===== src/rtl/tbd_pkg.sv =====
// ----------------------------------------------------------------------------
// tbd_pkg
// Shared types, codes and helper functions for the texture block decompressor.
// ----------------------------------------------------------------------------
package tbd_pkg;

    localparam logic [2:0] FMT_BC1 = 3'd0;
    localparam logic [2:0] FMT_BC3 = 3'd1;
    localparam logic [2:0] FMT_BC4 = 3'd2;
    localparam logic [2:0] FMT_BC5 = 3'd3;
    localparam logic [2:0] FMT_BC7 = 3'd4;
    localparam logic [2:0] FMT_EAC = 3'd5;

    // front-end to back-end queue entry
    typedef struct packed {
        logic [2:0]  fmt;
        logic [63:0] lo;
        logic [63:0] hi;
    } t_job;

    // divide by 3 (10-bit input) or by 5 or 7 (11-bit input) via reciprocal multiply; the quotient is 8 bits
    function automatic logic [7:0] div3(input logic [9:0] v);
        logic [21:0] p;
        p = {12'd0, v} * 22'd683;
        return p[18:11];
    endfunction

    function automatic logic [7:0] div5(input logic [10:0] v);
        logic [24:0] p;
        p = {14'd0, v} * 25'd3277;
        return p[21:14];
    endfunction

    function automatic logic [7:0] div7(input logic [10:0] v);
        logic [25:0] p;
        p = {15'd0, v} * 26'd2341;
        return p[21:14];
    endfunction

    function automatic logic [6:0] bc7_weight(input logic [3:0] i);
        logic [6:0] w;
        case (i)
            4'd0:  w = 7'd0;   4'd1:  w = 7'd4;   4'd2:  w = 7'd9;   4'd3:  w = 7'd13;
            4'd4:  w = 7'd17;  4'd5:  w = 7'd21;  4'd6:  w = 7'd26;  4'd7:  w = 7'd30;
            4'd8:  w = 7'd34;  4'd9:  w = 7'd38;  4'd10: w = 7'd43;  4'd11: w = 7'd47;
            4'd12: w = 7'd51;  4'd13: w = 7'd55;  4'd14: w = 7'd60;  default: w = 7'd64;
        endcase
        return w;
    endfunction

    function automatic logic signed [4:0] eac_mod(input logic [3:0] t, input logic [2:0] s);
        logic [39:0] row;
        logic [4:0]  m;
        case (t)
            4'd0:  row = {-5'sd3, -5'sd6, -5'sd9, -5'sd15, 5'sd2, 5'sd5, 5'sd8, 5'sd14};
            4'd1:  row = {-5'sd3, -5'sd7, -5'sd10, -5'sd13, 5'sd2, 5'sd6, 5'sd9, 5'sd12};
            4'd2:  row = {-5'sd2, -5'sd5, -5'sd8, -5'sd13, 5'sd1, 5'sd4, 5'sd7, 5'sd12};
            4'd3:  row = {-5'sd2, -5'sd4, -5'sd6, -5'sd13, 5'sd1, 5'sd3, 5'sd5, 5'sd12};
            4'd4:  row = {-5'sd3, -5'sd6, -5'sd8, -5'sd12, 5'sd2, 5'sd5, 5'sd7, 5'sd11};
            4'd5:  row = {-5'sd3, -5'sd7, -5'sd9, -5'sd11, 5'sd2, 5'sd6, 5'sd8, 5'sd10};
            4'd6:  row = {-5'sd4, -5'sd7, -5'sd8, -5'sd11, 5'sd3, 5'sd6, 5'sd7, 5'sd10};
            4'd7:  row = {-5'sd3, -5'sd5, -5'sd8, -5'sd11, 5'sd2, 5'sd4, 5'sd7, 5'sd10};
            4'd8:  row = {-5'sd2, -5'sd6, -5'sd8, -5'sd10, 5'sd1, 5'sd5, 5'sd7, 5'sd9};
            4'd9:  row = {-5'sd2, -5'sd5, -5'sd8, -5'sd10, 5'sd1, 5'sd4, 5'sd7, 5'sd9};
            4'd10: row = {-5'sd2, -5'sd4, -5'sd8, -5'sd10, 5'sd1, 5'sd3, 5'sd7, 5'sd9};
            4'd11: row = {-5'sd2, -5'sd5, -5'sd7, -5'sd10, 5'sd1, 5'sd4, 5'sd6, 5'sd9};
            4'd12: row = {-5'sd3, -5'sd4, -5'sd7, -5'sd10, 5'sd2, 5'sd3, 5'sd6, 5'sd9};
            4'd13: row = {-5'sd1, -5'sd2, -5'sd3, -5'sd10, 5'sd0, 5'sd1, 5'sd2, 5'sd9};
            4'd14: row = {-5'sd4, -5'sd6, -5'sd8, -5'sd9, 5'sd3, 5'sd5, 5'sd7, 5'sd8};
            default: row = {-5'sd3, -5'sd5, -5'sd7, -5'sd9, 5'sd2, 5'sd4, 5'sd6, 5'sd8};
        endcase
        m = row[39 - 5*s -: 5];
        return $signed(m);
    endfunction

endpackage


===== src/rtl/tbd_front.sv =====
// ----------------------------------------------------------------------------
// tbd_front
// Accepts blocks, tags them with the current format and queues them (2 deep).
// ----------------------------------------------------------------------------
module tbd_front import tbd_pkg::*; (
    input  logic        i_clk,
    input  logic        i_rst_n,
    input  logic        i_push,
    output logic        o_full,
    input  logic [2:0]  i_fmt,
    input  logic [63:0] i_lo,
    input  logic [63:0] i_hi,
    output logic        o_job_valid,
    input  logic        i_job_take,
    output t_job        o_job
);
    t_job       r_q [2];
    logic       r_wp, r_rp;
    logic [1:0] r_cnt;
    logic       w_wr, w_rd;

    assign o_full      = r_cnt[1];
    assign o_job_valid = r_cnt != 2'd0;
    assign o_job       = r_q[r_rp];
    assign w_wr        = i_push && !o_full;
    assign w_rd        = i_job_take && o_job_valid;

    always_ff @(posedge i_clk) begin
        if (!i_rst_n) begin
            r_wp  <= 1'b0;
            r_rp  <= 1'b0;
            r_cnt <= 2'd0;
        end else begin
            if (w_wr) r_wp <= !r_wp;
            if (w_rd) r_rp <= !r_rp;
            r_cnt <= r_cnt + {1'b0, w_wr} - {1'b0, w_rd};
        end
        if (w_wr) r_q[r_wp] <= '{fmt: i_fmt, lo: i_lo, hi: i_hi};
    end
endmodule


===== config.mk =====
export PLATFORM = sky130hd
export DESIGN_NAME = tbd_front
export DESIGN_NICKNAME = d
export VERILOG_FILES = /design/src/rtl/tbd_pkg.sv /design/src/rtl/tbd_front.sv
export SDC_FILE = /design/constraint.sdc
export NUM_CORES = 1
export LEC_CHECK = 0
export ABC_CLOCK_PERIOD_IN_PS = 7950
export BUFFER_PORTS_ARGS = -buffer_cell sky130_fd_sc_hd__buf_2
export CORE_ASPECT_RATIO = 0.75
export CORE_UTILIZATION = 35
export DETAILED_ROUTE_END_ITERATION = 10
export GPL_TIMING_DRIVEN = 0
export REMOVE_ABC_BUFFERS = 1
export SYNTH_ARGS = -nofsm -noshare
export SYNTH_HDL_FRONTEND = slang
export SYNTH_SLANG_ARGS = --single-unit
export TNS_END_PERCENT = 10

===== constraint.sdc =====
create_clock -name i_clk -period 7.95 [get_ports i_clk]
set_input_delay 0.3975 -clock i_clk [delete_from_list [all_inputs] [get_ports i_clk]]
set_output_delay 0.3975 -clock i_clk [all_outputs]
set_load 0.03 [all_outputs]

; ---- Word level (Yosys, flattened, before mapping)
; Memory sizes are Yosys's and may differ from the RTL's. A register that Yosys moved wholly into a read port is not among the register bits.
; Cells that the tools add are included.
[op_classes]
addsub = 2
muxes = 4
n_reduce_logical = 6
[op_table]
columns = cell, n
row1 = 1-bit 2-to-1 mux, 4
row2 = 1-bit logical NOT, 3
row3 = 2-bit by 1-bit adder with 2-bit output, 1
row4 = 1-bit logical AND, 2
row5 = 2-bit nonzero test, 1
row6 = 2-bit by 1-bit subtractor with 2-bit output, 1
[totals]
regBits = 4
ram_bits = 262
in_bits = 135
output_inout_bits = 133
wordCells = 16
n_memories = 1
[mem_list]
columns = memory, words, word_bits, rd, rd_clocked_by_memory_dff, wr, line_no
row1 = r_q, 2, 131, 1, 1, 1, tbd_front.sv:17  ; t_job r_q [2];

; ---- Logic depth before layout (Yosys ltp)
[depth]
ltp_word = 4
mapped_depth = 6
mapped_depth_nobuf = 6

; ---- Worst setup path after synthesis
; No wires, ideal clock.
[synth_timing]
kind = register to register
from = register r_cnt[1]
to = memory r_q[0][0] in the netlist's numbering, enable pin
setup_ns = 0.624
arrival_time_ns = 6.134
t_required_ns = 7.326
path_slack_ns = 1.192
path_stages_with_launch = 3
path_buffers = 0
period_less_slack_ns = 6.758
cell_sequence = dfxtp_1 -> nand2b_1 -> nor2_1
[synth_between]
elab_chain_cells = 4
[synth_rtl]
columns = item, line_no
row1 = "start, declared", tbd_front.sv:19  ; logic [1:0] r_cnt;
row2 = "start signal, assigned", tbd_front.sv:36  ; r_cnt <= r_cnt + {1'b0, w_wr} - {1'b0, w_rd};
row3 = 1-bit logical NOT, tbd_front.sv:25  ; assign w_wr = i_push && !o_full;
row4 = 1-bit logical AND, tbd_front.sv:25
row5 = 1-bit 2-to-1 mux, tbd_front.sv:38  ; if (w_wr) r_q[r_wp] <= '{fmt: i_fmt, lo: i_lo, hi: i_hi};
row6 = 1-bit 2-to-1 mux (not written as such), tbd_front.sv:38
row7 = "end, declared", tbd_front.sv:17
; Every way passes these cells.

==> metrics.md <==
| Metric | Value |
|---|---|
| Slew headroom | a little under half |
| Status | completed |
| Hold Path Class | input port to register |
| Met2 Resource Use GR | about a fifth |
| Clk Tree Root Cell | clkbuf_16 |
| Initial antenna violation count | 4 |
| Layout cells sized above 1 | 60.3% |
| Flops & latches, synth | ~270 |
| Number of global-route vias before repair | about 5000 |
| Worst slew pin tran | between 800 and 900 ps |
| Clk pwr share | 30.6% |
| Hold Vio Cnt, Final | 0 |
| Critical path endpoint category | output port |
| Worst Setup Slack, final | slightly below 5000 ps |
| Period minus WS final | 3110 ps |
| Critical Path AT | 2710 ps |
| GRT busiest layer | met2 |
| Worst Clk Skew | around 5.9 ps |
| Peak supply drop | 187 µV |
| Sinks on Clock Net | 267 |
| Pleak | ~4.9 nW |
| Switching share of power | 28.9% |
| Max Freq | ~0.32 GHz |
| Distinct cells, synth | 22 |
| Clk_lat worst skew | 530 ps |
| Post-route ant nets | 0 |
| Crit Path Class | register to output port |
| Commonest non-fill, non-tap cell in the layout | buf_2 |
| GPL Wtd Cong | roughly 0.65 |
| Post-synthesis cell area | about 10000 µm² |
| WP data required | 7550 ps |
| Pre-CTS setup slack | between 5000 and 6000 ps |
| Hold-fix buffers, CTS | 0 |
| Crit path capture | o_job[5] |
| TritonCTS clock tree | yes |
| Vias | approximately 5000 |
| Core area | between 20000 and 30000 µm² |
| DRT iter0 DRCs | around 170 |
| Pwr Density | 308 nW/µm² |
| DRC Markers | 0 |
| P_sw | ~0.0011 W |
| Total Routing Usage GR | between 10% and 20% |
| GRT overflow | 0 |
| Syn Area/Cell | approximately 23 µm² |
| Reg2Reg Depth | 4 |
| DRT Pass-1 Iters | 4 |
| Synthesized instance count | ~440 |
| Rows | 53 |
| Critical path startpoint category | register |
| Power Total | approximately 0.004 W |
| Flop pwr share | between 40% and 50% |
| # IOs | around 270 |
| WL/cell | 16.6 µm |
| Setup tns final | 0 ps |
| DR vias/cell | 4.35 |
| Most frequent cells in the layout | 267 x buf_2, 262 x edfxtp_1, 90 x mux2_4, 41 x mux2_2, 27 x clkbuf_16 |
| Crit-path max FO | 46 |
| Area grow syn2layout | 28.0% |
| Internal cell power | around 0.0028 W |
| Flop2flop setup slack | a little over 6000 ps |
| Routed wire length | approximately 19 mm |
| Hpwl dp | around 13 mm |
| Combinational share of power | 25.1% |
| Largest net degree at the start of global routing | 47 |
| Die Wd | approximately 200 µm |
| Met1 GRT Util | 14.9% |
| Met3 Track Usage GR | approximately 5.9% |
| Sequential fraction of the synthesis area | 79.1% |
| H-tree levels | 1 |
| Die area | 29500 µm² |
| PortBufs | about 270 |
| First-pass GRT wire length | roughly 28 mm |
| Fillers | ~2500 |
| Critical R2R Launch | r_cnt[1] |
| RSZ-0062 raised after global routing | false |
| FF-to-FF End | r_q[0][100] |
| Synth warnings | 0 |
| Post-CTS setup buffer count | 0 |
| Max-slew violations | 0 |
| Initial Util | a little over a third |
| Final period util | ~39% |
| CTS Buf Count | 27 |
| Clock tree buffer depth | 3 |
| Max_cap viols | 0 |
| DIE HEIGHT | about 150 µm |
| Post-CTS Resized | 0 |
| Final setup violation count | 0 |
| Clk pin slew, worst setup/hold paths | 60 ps |
| Final nets | ~860 |
[worst min-delay path by stage]
| stage | from | to | slack [ps] | cells past startpoint |
|---|---|---|---|---|
| floorplan | i_hi[0] | r_q[0][0] | 500 | 0 |
| global placement | r_wp | r_wp | 560 | 2 |
| detailed placement | r_rp | register | 570 | 2 |
| CTS | i_lo[54] | r_q[0][118] | 8 | 1 |
| global route | i_hi[55] | r_q[1][55] | 20 | 1 |
| finish | i_lo[54] | r_q[0][118] | 50 | 1 |
[kinds of logic (layout without fill, tap and decap cells)]
group	count (synthesis)	count (layout)	synth area share (%)
other	0	2	0
adder cells (fa/ha/maj)	1	1	0.124
AND/OR/NAND/NOR	14	14	0.870
AO/OA/AOI/OAI	5	5	0.298
multiplexers	131	131	18.0
buffers and inverters	16	330	1.50
XOR/XNOR	1	1	0.0870
flip-flops	267	267	79.1
[critical path, stage by stage, from the launching register on]
cell and delay [ps]:
dfxtp_4 850, buf_16 350, buf_16 310, mux2_2 390, buf_2 190
[final cells by class]
| cell class | count | area [µm²] | share of cell area [%] |
|---|---|---|---|
| Inverter | 1 | 3.75 | 0.0291 |
| Sequential cell | 267 | 7970 | 61.8 |
| Timing Repair Buffer | 279 | 1610 | 12.5 |
| Antenna cell | 2 | 5.00 | 0.0388 |
| Tap cell | 385 | 482 | 3.74 |
| Clock inverter | 11 | 108 | 0.835 |
| Clock buffer | 39 | 751 | 5.82 |
| Multi-Input combinational cell | 152 | 1970 | 15.3 |
[registers in the layout (all words and copies together) (netlist names), named ones only]
register / cells
r_cnt: 2
r_q: 262
r_rp: 1
r_wp: 1
[routing by layer]
layer	up-vias	share of wire, %
met1	2387	43
met3	30	10
li1	2324	-
met2	191	45
met4	4	1.7
met5	-	0.16
[synthesized netlist by cell type, drive strengths merged]
library cell	n	area, µm²
nand2	1	3.75
o21a	1	7.51
a21o	1	7.51
nand2b	1	6.26
ha	1	12.5
and4bb	1	12.5
or2	1	6.26
nor2	2	7.51
dfxtp	5	100
nor3	1	5.00
and3b	1	8.76
nor2b	2	12.5
buf	15	148
xnor2	1	8.76
mux2	131	1810
inv	1	3.75
o21ai	3	15.0
edfxtp	262	7870
and2	4	25.0
[metrics by stage]
stage	hold slack, ps	util (%)	std cells	cell area (µm²)
detailed placement	566	42.8	1084	12000
finish	53.5	45.9	1136	12900
global route	16.5	45.8	1135	12900
CTS	7.60	45.8	1134	12900
floorplan	496	-	420	9920
global placement	563	41.8	1072	11700
[power groups by stage]
stage / registers, W / clock network, W / logic (W)
2_1_floorplan: 0.00185 / 0 / 0.000735
4_1_cts: 0.00176 / 0.00127 / 0.00101
3_5_place_dp: 0.00179 / 0 / 0.00101
6_report: 0.00176 / 0.00122 / 0.000997
5_1_grt: 0.00177 / 0.00131 / 0.00105
3_3_place_gp: 0.00190 / 0 / 0.00103
Note: power is estimated with default switching activity, not from simulation.
